<file path="src/rtl/core/mandelbrot_pixel_colorizer_macros.svh">
// ----------------------------------------------------------------------------
// Mandelbrot pixel colorizer - assertion macros
// Concurrent assertion wrappers; empty when SYNTHESIS is defined.
// ----------------------------------------------------------------------------
`ifndef MANDELBROT_PIXEL_COLORIZER_MACROS_SVH
`define MANDELBROT_PIXEL_COLORIZER_MACROS_SVH

`ifndef SYNTHESIS
// checked only outside reset
`define MPC_ASSERT(label, clk, rst, prop, msg) \
  label: assert property (@(posedge clk) disable iff (rst) prop) else $error(msg);
// checked on every edge, reset included
`define MPC_ASSERT_NORST(label, clk, prop, msg) \
  label: assert property (@(posedge clk) prop) else $error(msg);
`else
`define MPC_ASSERT(label, clk, rst, prop, msg)
`define MPC_ASSERT_NORST(label, clk, prop, msg)
`endif

`endif

</file>
<file path="src/rtl/core/mpc_pkg.sv">
// ----------------------------------------------------------------------------
// Mandelbrot pixel colorizer - package
// Widths, types, fixed-point helpers, band thresholds and palette.
// ----------------------------------------------------------------------------
`default_nettype none

package mpc_pkg;

  localparam int COORD_BITS     = 32;
  localparam int FRAC_BITS      = 28;
  localparam int INDEX_BITS     = 10;
  localparam int ITER_BITS      = 16;
  localparam int STEP_BITS      = 31;
  localparam int PROD_BITS      = 2 * COORD_BITS;
  localparam int STEP_PROD_BITS = INDEX_BITS + STEP_BITS;
  localparam int BAND_MUL_BITS  = ITER_BITS + 7;
  localparam int CFG_DATA_BITS  = 32;
  localparam int CFG_INDEX_BITS = 3;
  localparam int COLOR_BITS     = 8;
  localparam int NUM_PCT        = 11;
  localparam int NUM_BANDS      = 13;

  typedef logic signed [COORD_BITS-1:0] coord_t;
  typedef logic signed [PROD_BITS-1:0]  prod_t;
  typedef logic [STEP_BITS-1:0]         step_t;
  typedef logic [STEP_PROD_BITS-1:0]    step_prod_t;
  typedef logic [INDEX_BITS-1:0]        index_t;
  typedef logic [ITER_BITS-1:0]         iter_t;
  typedef logic [BAND_MUL_BITS-1:0]     band_prod_t;
  typedef logic [3:0]                   band_t;
  typedef logic [COLOR_BITS-1:0]        color_t;

  localparam coord_t COORD_MAX = {1'b0, {(COORD_BITS-1){1'b1}}};
  localparam coord_t COORD_MIN = {1'b1, {(COORD_BITS-1){1'b0}}};
  localparam prod_t  PROD_CMAX = prod_t'(COORD_MAX);
  localparam prod_t  PROD_CMIN = prod_t'(COORD_MIN);
  // escape radius squared, 4.0 in fixed point
  localparam coord_t FOUR = (FRAC_BITS + 2 < COORD_BITS - 1) ?
                            coord_t'(64'd1 << (FRAC_BITS + 2)) : COORD_MAX;

  // register reset values
  localparam coord_t RST_ORIGIN_REAL = coord_t'(-536870912);
  localparam coord_t RST_ORIGIN_IMAG = coord_t'(268435456);
  localparam step_t  RST_STEP_REAL   = step_t'(787173);
  localparam step_t  RST_STEP_IMAG   = step_t'(524782);
  localparam iter_t  RST_MAX_ITER    = iter_t'(255);

  typedef enum logic [CFG_INDEX_BITS-1:0] {
    CFG_ORIGIN_REAL = 3'd0,
    CFG_ORIGIN_IMAG = 3'd1,
    CFG_STEP_REAL   = 3'd2,
    CFG_STEP_IMAG   = 3'd3,
    CFG_MAX_ITER    = 3'd4
  } cfg_reg_t;

  typedef enum logic [2:0] {
    ST_IDLE,
    ST_SETUP,
    ST_MUL,
    ST_UPD,
    ST_FINISH
  } ctrl_state_t;

  typedef struct packed {
    logic capture;   // latch column/row
    logic load_c;    // compute c, z = c, clear counter
    logic mul;       // register the three products
    logic update;    // z = z^2 + c, count++
    logic load_out;  // write result register
  } dp_cmd_t;

  typedef struct packed {
    logic limit_hit; // counter reached max_iterations
    logic escape;    // |z|^2 > 4 from registered products
    logic out_free;  // result register empty or being taken
  } dp_status_t;

  localparam logic [6:0] BAND_PCT [NUM_PCT] = '{
    7'd90, 7'd70, 7'd50, 7'd30, 7'd20, 7'd10, 7'd5, 7'd4, 7'd3, 7'd2, 7'd1
  };

  // {red, green, blue}
  localparam logic [3*COLOR_BITS-1:0] PALETTE [NUM_BANDS] = '{
    24'h000000, 24'hFF0000, 24'hFFA07A, 24'hFFA500, 24'hFFFF00,
    24'h90EE90, 24'h008000, 24'h00FFFF, 24'hFF6A00, 24'hE64C4C,
    24'hFA0000, 24'h4661FA, 24'h0000FF
  };

  // clamp to the signed coordinate range
  function automatic coord_t coord_sat(input prod_t v);
    coord_t r;
    if (v > PROD_CMAX) r = COORD_MAX;
    else if (v < PROD_CMIN) r = COORD_MIN;
    else r = coord_t'(v);
    return r;
  endfunction

  // product scaled down by 2^FRAC_BITS (2^(FRAC_BITS-1) when dbl),
  // truncated toward zero, then saturated
  function automatic coord_t prod_scale(input prod_t p, input logic dbl);
    prod_t q;
    logic  frac_nz;
    if (dbl) begin
      q       = p >>> (FRAC_BITS - 1);
      frac_nz = |p[FRAC_BITS-2:0];
    end else begin
      q       = p >>> FRAC_BITS;
      frac_nz = |p[FRAC_BITS-1:0];
    end
    if (p[PROD_BITS-1] && frac_nz) q = q + prod_t'(1);
    return coord_sat(q);
  endfunction

  // palette band: count*100 > max*pct, first match wins
  function automatic band_t band_of(input iter_t count, input iter_t max_it);
    band_t      b;
    band_prod_t lhs;
    band_prod_t rhs;
    lhs = band_prod_t'(count) * band_prod_t'(100);
    b   = band_t'(12);
    for (int i = NUM_PCT - 1; i >= 0; i--) begin
      rhs = band_prod_t'(max_it) * band_prod_t'(BAND_PCT[i]);
      if (lhs > rhs) b = band_t'(i + 1);
    end
    if (count >= max_it) b = '0;
    return b;
  endfunction

endpackage

`default_nettype wire

</file>
<file path="src/rtl/core/mpc_ctrl.sv">
// ----------------------------------------------------------------------------
// Mandelbrot pixel colorizer - controller
// Sequences setup, multiply/update iterations and result write-back.
// ----------------------------------------------------------------------------
`default_nettype none

module mpc_ctrl import mpc_pkg::*; (
  input  wire logic       clk,
  input  wire logic       rst,
  input  wire logic       s_tvalid,
  output logic            s_tready,
  input  wire dp_status_t status,
  output dp_cmd_t         cmd
);

  ctrl_state_t state;
  ctrl_state_t state_next;

  always_ff @(posedge clk) begin
    if (rst) state <= ST_IDLE;
    else     state <= state_next;
  end

  always_comb begin
    state_next = state;
    case (state)
      ST_IDLE:   if (s_tvalid) state_next = ST_SETUP;
      ST_SETUP:  state_next = ST_MUL;
      ST_MUL:    state_next = status.limit_hit ? ST_FINISH : ST_UPD;
      ST_UPD:    state_next = status.escape ? ST_FINISH : ST_MUL;
      ST_FINISH: if (status.out_free) state_next = ST_IDLE;
      default:   state_next = ST_IDLE;
    endcase
  end

  always_comb begin
    s_tready     = 1'b0;
    cmd          = '0;
    case (state)
      ST_IDLE: begin
        s_tready    = 1'b1;
        cmd.capture = s_tvalid;
      end
      ST_SETUP:  cmd.load_c   = 1'b1;
      ST_MUL:    cmd.mul      = !status.limit_hit;
      ST_UPD:    cmd.update   = !status.escape;
      ST_FINISH: cmd.load_out = status.out_free;
      default: begin
        s_tready = 1'b0;
      end
    endcase
  end

endmodule

`default_nettype wire

</file>
<file path="config.mk">
export PLATFORM = sky130hd
export DESIGN_NAME = mpc_ctrl
export DESIGN_NICKNAME = d
export VERILOG_FILES = /design/src/rtl/core/mandelbrot_pixel_colorizer_macros.svh /design/src/rtl/core/mpc_pkg.sv /design/src/rtl/core/mpc_ctrl.sv
export SDC_FILE = /design/constraint.sdc
export NUM_CORES = 1
export LEC_CHECK = 0
export BUFFER_PORTS_ARGS = -buffer_cell sky130_fd_sc_hd__buf_2
export CORE_AREA = 2 2 39 41
export CTS_CLUSTER_SIZE = 28
export DETAILED_ROUTE_END_ITERATION = 16
export DIE_AREA = 0 0 41 43
export GPL_TIMING_DRIVEN = 0
export SYNTH_ARGS = -nofsm -noshare
export SYNTH_HDL_FRONTEND = slang
export SYNTH_SLANG_ARGS = --single-unit
</file>
<file path="constraint.sdc">
create_clock -name clk -period 1.15 [get_ports clk]
set_input_delay 0.23 -clock clk [delete_from_list [all_inputs] [get_ports clk]]
set_output_delay 0.23 -clock clk [all_outputs]
set_load 0.05 [all_outputs]
</file>
### Word-level counts from Yosys, hierarchy flattened

Index checks and enable logic that the tools add are counted.

| operators by class | value |
|---|---|
| reduce and logical (&&, ||, !) cells | 4 |
| mux-type cells | 11 |
| equal/unequal tests | 6 |

Operators by type and width:

| cell | number |
|---|---|
| case mux 3 bit (5 select lines) | 1 |
| 2-to-1 mux 3 bit | 4 |
| equality test 3 x 2 -> 1 bit, second input constant | 2 |
| 2-to-1 mux 1 bit | 6 |
| != test 2 bit, second input constant | 2 |
| equality test 3 x 1 -> 1 bit, second input constant | 1 |
| equality test 3 bit, second input constant | 1 |
| logical NOT 3 bit | 1 |
| logical NOT 1 bit | 2 |
| AND reduction 2 bit | 1 |

| word-level totals | value |
|---|---|
| bits in registers | 3 |
| output and inout bits | 6 |

### Longest topological paths before layout

Gate-level depths: netlist (run 1).

| depth | value |
|---|---|
| depth after elaboration | 3 |
| mapped depth | 3 |

### Least setup slack after synthesis (run 1)

No wires, ideal clock.

| path | value |
|---|---|
| kind | reg-to-reg |
| start point | register state[0] |
| end point | register state[1] |
| stages on the path, launching flop included | 3 |
| data required time | 1.085 ns |
| path slack | -1.219 ns |
| period minus slack after synthesis | 2.369 ns |
| setup time | 0.065 ns |
| data arrival time | 2.304 ns |
| path through | dfxtp_1 > nor4bb_1 > o31a_1 |

| between the ends | value |
|---|---|
| cells in the longest elaborated chain, start to end | 3 |
| elaborated cells on any way between the ends | 9 |
| classes of those cells | eq/ne (6); mux (1); reduce/logical (2) |

Ends and longest elaborated chain:

| item | line | text |
|---|---|---|
| start: declaration | mpc_ctrl.sv:16 | `ctrl_state_t state;` |
| start signal: assignment | mpc_ctrl.sv:21 | `else state <= state_next;` |
| equality test 3 bit or logical NOT 3 bit (tied branches) | mpc_ctrl.sv:26 | `case (state)` |
| != test 2 bit (no source line) | -- |  |
| AND reduction 2 bit (no source line) | -- |  |

Several ways; a longest one is shown, not always the timed one.
A chain may end at the register's enable or synchronous reset.

==> results of run 1 <==
routing by layer:
metal / GRT usage [%] / up-vias / wire [um]
li1: - / 124 / -
met1: 10.6 / 114 / 311
met2: 13.8 / 11 / 328
met3: 5.24 / 2 / 71
met4: 8.00 / 0 / 9
met5: 0 / - / 0
cell type report:
cell class,instances,area [um^2]
fillers,153,872
repair buffers,21,205
multi-input cells,13,169
flip-flops and latches,3,71.3
clock buffers,4,26.3
inverters,3,20.0
well taps,16,20.0
stage by stage:
step | cell area (um^2) | worst slack [ns] | std cells
final | 512 | -0.451 | 60
after global routing | 512 | -0.488 | 60
after CTS | 470 | -0.438 | 57
after detailed placement | 312 | -0.366 | 46
after global placement | 312 | -0.374 | 46
after floorplan | 236 | -0.207 | 19
worst max-delay path by stage:
stage,slack (ns),to,from,cells past startpoint
final,-0.45,cmd[4],state[2],3
after global routing,-0.49,cmd[4],state[2],3
after CTS,-0.44,cmd[4],state[0],3
after detailed placement,-0.37,cmd[2],state[0],3
after global placement,-0.37,cmd[2],state[0],3
after floorplan,-0.21,state[1],state[1],2
synth_stat cells:
library cell / number / area [um^2]
clkinv_1: 1 / 3.75
a31oi_1: 1 / 6.26
inv_1: 2 / 7.51
o31a_1: 1 / 8.76
nor4bb_1: 1 / 10.0
or4b_1: 3 / 30.0
a21oi_1: 1 / 5.00
nor3b_1: 1 / 7.51
nor3_1: 2 / 10.0
nand2_1: 1 / 3.75
dfxtp_1: 3 / 60.1
or4bb_1: 1 / 11.3
nand4b_1: 1 / 8.76
logic make-up (layout without fill, tap and decap cells):
logic type	after synthesis	after routing	synth area share, %
flops	3	3	34.8
compound gates	3	3	11.6
buf+inv	3	28	6.52
simple gates	10	10	47.1
what timing repair did:
action                     4_1_cts  5_1_grt
hold buffers                     0        0
resized for setup               23        5
setup endpoints to repair        8        9
hold endpoints to repair         0        0
pin swaps                        5        6
buffers inserted                 7        3
power by group:
| part | switching, mW | internal [mW] |
|---|---|---|
| combinational | 0.119 | 0.118 |
| sequential | 0.0104 | 0.111 |
| clock | 0.0622 | 0.131 |
worst reg2reg max path: cells and delay by family (launching register included):
family,cells,cell delay [ns]
buffers and inverters,2,0.23
and+or+nand+nor,1,0.49
DFF,1,0.35
AOI/OAI and AO/OA,1,0.19
==> metrics, run 1 <==
final hold violation count 0; GRT overflow 0; Initial Utilization 12.5%; I/O Pins 12; setup_tns -2.14 ns; mapped cell area 173 um^2; DRC 0; cells along the critical path or4b_4 > clkinvlp_4 > buf_8; die area 1760 um^2; die width 41 um; register area share after synthesis 34.8%; Critical Path Fanout Max 4; most common cell after layout, fill and taps aside buf_6; max reg flops 3; nets 51; Arrival @ worst endpoint roughly 1.4 ns; row count 14; growth of design area from synthesis to finish 196%; largest net degree at the start of global routing 5; status finished, violations left; maxcap violations 0; fin crit period 1.60 ns; Fmax ~0.62 GHz; antenna cell count 0; Worst Path Buf+Inv 2; share of layout cells above drive strength 1 84.1%; GRT Total Usage roughly a tenth; CORE AREA 1380 um^2; HP Class input pin to flip-flop; Die Height approximately 43 um; worst rel slew slack 82.2%; max-slew violation count 0; skew final 0.00120 ns; hold endpoint state[0]; Slew @ Worst Pin between 0.2 and 0.3 ns; wire per inst 12.0 um; critical path type flip-flop to output port; RSZ-0062 raised after global routing true; Pwr per Cell Area 1080 nW/um^2; PnR Total Power 550 uW; first-pass detailed-route iteration total 2; Netlist cell types 13; CTS tree yes; CTS Buf Count 3; Vias/cell 4.18; PortBufs 11; Synth Instances 19; Tcrit/Tclk final 139%; initial antenna violation count 0; hold path cells 2; crit path launch type flip-flop; deepest clock path buffer count 2; final hold slack 0.187 ns; post-route ant nets 0; r2r endpoint state[2]; R2R Setup Slk -0.19 ns; first-pass GRT wire length 1.10 mm; GPL Wtd Cong 0.622; biggest regs state: 3 flops; Root Driver clkbuf_4; via count between 200 and 300; Max IR drop VDD 0.000476 V; max incr delay on CP 0.55 ns; Slowest-stage cell, CP or4b_4; vias in the first global route around 250; flops & latches, synth 3; endpoint class of the critical path output port; Largest Register state; commonest cells after routing, fill and taps aside 12 x buf_6, 5 x buf_2, 3 x clkbuf_4, 3 x dfxtp_4; CTS clk-pin slew, worst paths ~0.040 ns; DP Wirelength 376 um; number of DRC markers after the initial detailed-route iteration 4; Reg2Reg Launch Point state[1]; Worst Slack Setup Final -0.451 ns; Required @ worst endpoint 0.92 ns; Hold Startpoint rst; drt total wl just over 700 um; Num Clock Sinks 3; Post-Syn Nets 25; worst reg2reg path depth 4; syn_area_per_cell roughly 9.1 um^2; LEAKAGE 0.215 nW; setup violators final 9; gate family responsible for the most delay along the worst path simple AND/OR/NAND/NOR gates; H-tree levels 1; Clock Latency Late Sink ~0.23 ns; failing checks setup timing; final core area utilization around 37%; Synth Warn # 0
(Power assumes the default switching activity.)
==> inputs of run 2 (changes only) <==
--- a/constraint.sdc
+++ b/constraint.sdc
@@ -3,2 +3,2 @@
 set_output_delay 0.23 -clock clk [all_outputs]
-set_load 0.05 [all_outputs]
+set_load 0.01 [all_outputs]
==> run 2 against run 1 <==
Compared with the run above:
- the flow still finishes with violations (setup timing)
- global-route usage shrank 1.9 points
- count of clock-buffer cells in the layout did not move
- routed wire length fell by 27%
- critical path type unchanged
- combinational power decreased by 50%
- cell count fell by 8.3%
- sequential cell count unchanged
- cell area fell by 25%
- sequential share of layout area rose by 4.6 points
- via count shrank 7.6%
- largest power group is now clock
==> metrics, run 2 (synthesis gave the netlist of run 1 again) <==
setup_tns -1.36 ns; R2R Setup Slk -0.06 ns; HP Class input pin to flip-flop; share of layout cells above drive strength 1 76.9%; endpoint class of the critical path output port; PnR Total Power 420 uW; nets 46; crit path launch type flip-flop; GRT Total Usage around 8.0%; DP Area 254 um^2; die area 1760 um^2; FILL cells 158; biggest regs state: 3 flops; most common cell after layout, fill and taps aside buf_2; DP Wirelength 356 um; Worst Path Buf+Inv 2; DRC 0; CORE AREA 1380 um^2; dpl cells 46; Fmax about 0.67 GHz; Clock Latency Late Sink 0.23 ns; Root Driver clkbuf_4; failing checks setup timing; post-route ant nets 0; CTS tree yes; cells along the critical path or4b_4 > inv_2 > buf_6; growth of design area from synthesis to finish 123%; Num Clock Sinks 3; worst rel slew slack 85.2%; number of DRC markers after the initial detailed-route iteration 4; initial antenna violation count 0; DR WL met3 around 35 um; final hold slack 0.181 ns; r2r endpoint state[2]; critical path type flip-flop to output port; Final Cell Area 385 um^2; GPL Wtd Cong between 0.6 and 0.7; Max IR drop VDD 0.000328 V; first-pass detailed-route iteration total 4; row count 14; status finished, violations left; H-tree levels 1; commonest cells after routing, fill and taps aside 9 x buf_2, 4 x buf_6, 3 x clkbuf_4, 3 x buf_4, 3 x dfxtp_4; I/O Pins 12; pre-CTS WS -0.235 ns; worst reg2reg path depth 3; RSZ-0062 raised after global routing true; CTS clk-pin slew, worst paths around 0.040 ns; non-filler cells in the finished layout 55; final core area utilization 27.8%; Critical Path Fanout Max 3; CP Depth 3; first-pass GRT wire length just under 900 um; max reg flops 3; M1 WL between 200 and 250 um; Slowest-stage cell, CP or4b_4; met2 WL post-DR approximately 240 um; max-slew violation count 0; Initial Utilization 12.5%; Vias/cell 4.22; skew final 0.00101 ns; die width 41 um; fin crit period 1.49 ns; gate family responsible for the most delay along the worst path simple AND/OR/NAND/NOR gates; Reg2Reg Launch Point state[2]; drt total wl 526 um; maxcap violations 0; Top Layer Used met4; GRT overflow 0; vias in the first global route between 200 and 250; deepest clock path buffer count 2; Largest Register state; Worst Setup EP cmd[4]; via count around 230; FF/Latch Area 71.3 um^2; Setup crit start state[2]; CTS hold repair buffers 0; Worst Slack Setup Final -0.339 ns; antenna cell count 0; Tcrit/Tclk final 129%; Required @ worst endpoint 0.92 ns; Arrival @ worst endpoint 1.26 ns; LEAKAGE 0.175 nW; setup violators final 8; largest net degree at the start of global routing 8; Pwr per Cell Area between 1000 and 1500 nW/um^2; area of the multi-input gates 139 um^2; wire per inst 9.56 um; Die Height 43 um; Slew @ Worst Pin 0.221 ns; PortBufs 11; CTS Buf Count 3; final hold violation count 0; max incr delay on CP 0.54 ns
[run 2: cell types whose count changed in the layout (fill, tap and decap cells not counted), moves of 2 or more]
cell and change:
buf_2 +4, buf_6 -8, buf_8 -2, nor3_2 +2
nor3_4 -2
[run 2: worst min-delay path by stage]
stage	startpoint	end	slack (ns)	cells past startpoint
6_report	rst	state[2]	0.18	2
5_1_grt	rst	state[2]	0.17	2
4_1_cts	rst	state[2]	0.17	2
3_5_place_dp	rst	state[2]	0.43	2
3_3_place_gp	rst	state[2]	0.43	2
2_1_floorplan	rst	state[0]	0.30	1
[run 2: what timing repair did]
action / 4_1_cts / 5_1_grt
pin swaps: 5 / 1
buffers inserted: 5 / 0
gates resized for setup: 17 / 1
setup endpoints to repair: 8 / 8
[run 2: metal layers]
metal | track usage [%] | vias to the layer above
li1 | - | 113
met1 | 10.3 | 106
met2 | 9.38 | 11
met3 | 1.57 | 2
met4 | 10.0 | 0
met5 | 0 | -
[run 2: power breakdown]
group          leakage (nW)  switching [mW]  internal, mW
Clock                0.0150          0.0538         0.130
Sequential           0.0267         0.00730         0.111
Combinational         0.133          0.0482        0.0703
[run 2: layout make-up]
class                      instances  area share (%)
clock buffer                       4            6.82
inverter                           3            4.22
multi-input combinational         13            36.0
sequential                         3            18.5
tap                               16            5.19
timing repair buffer              16            29.2
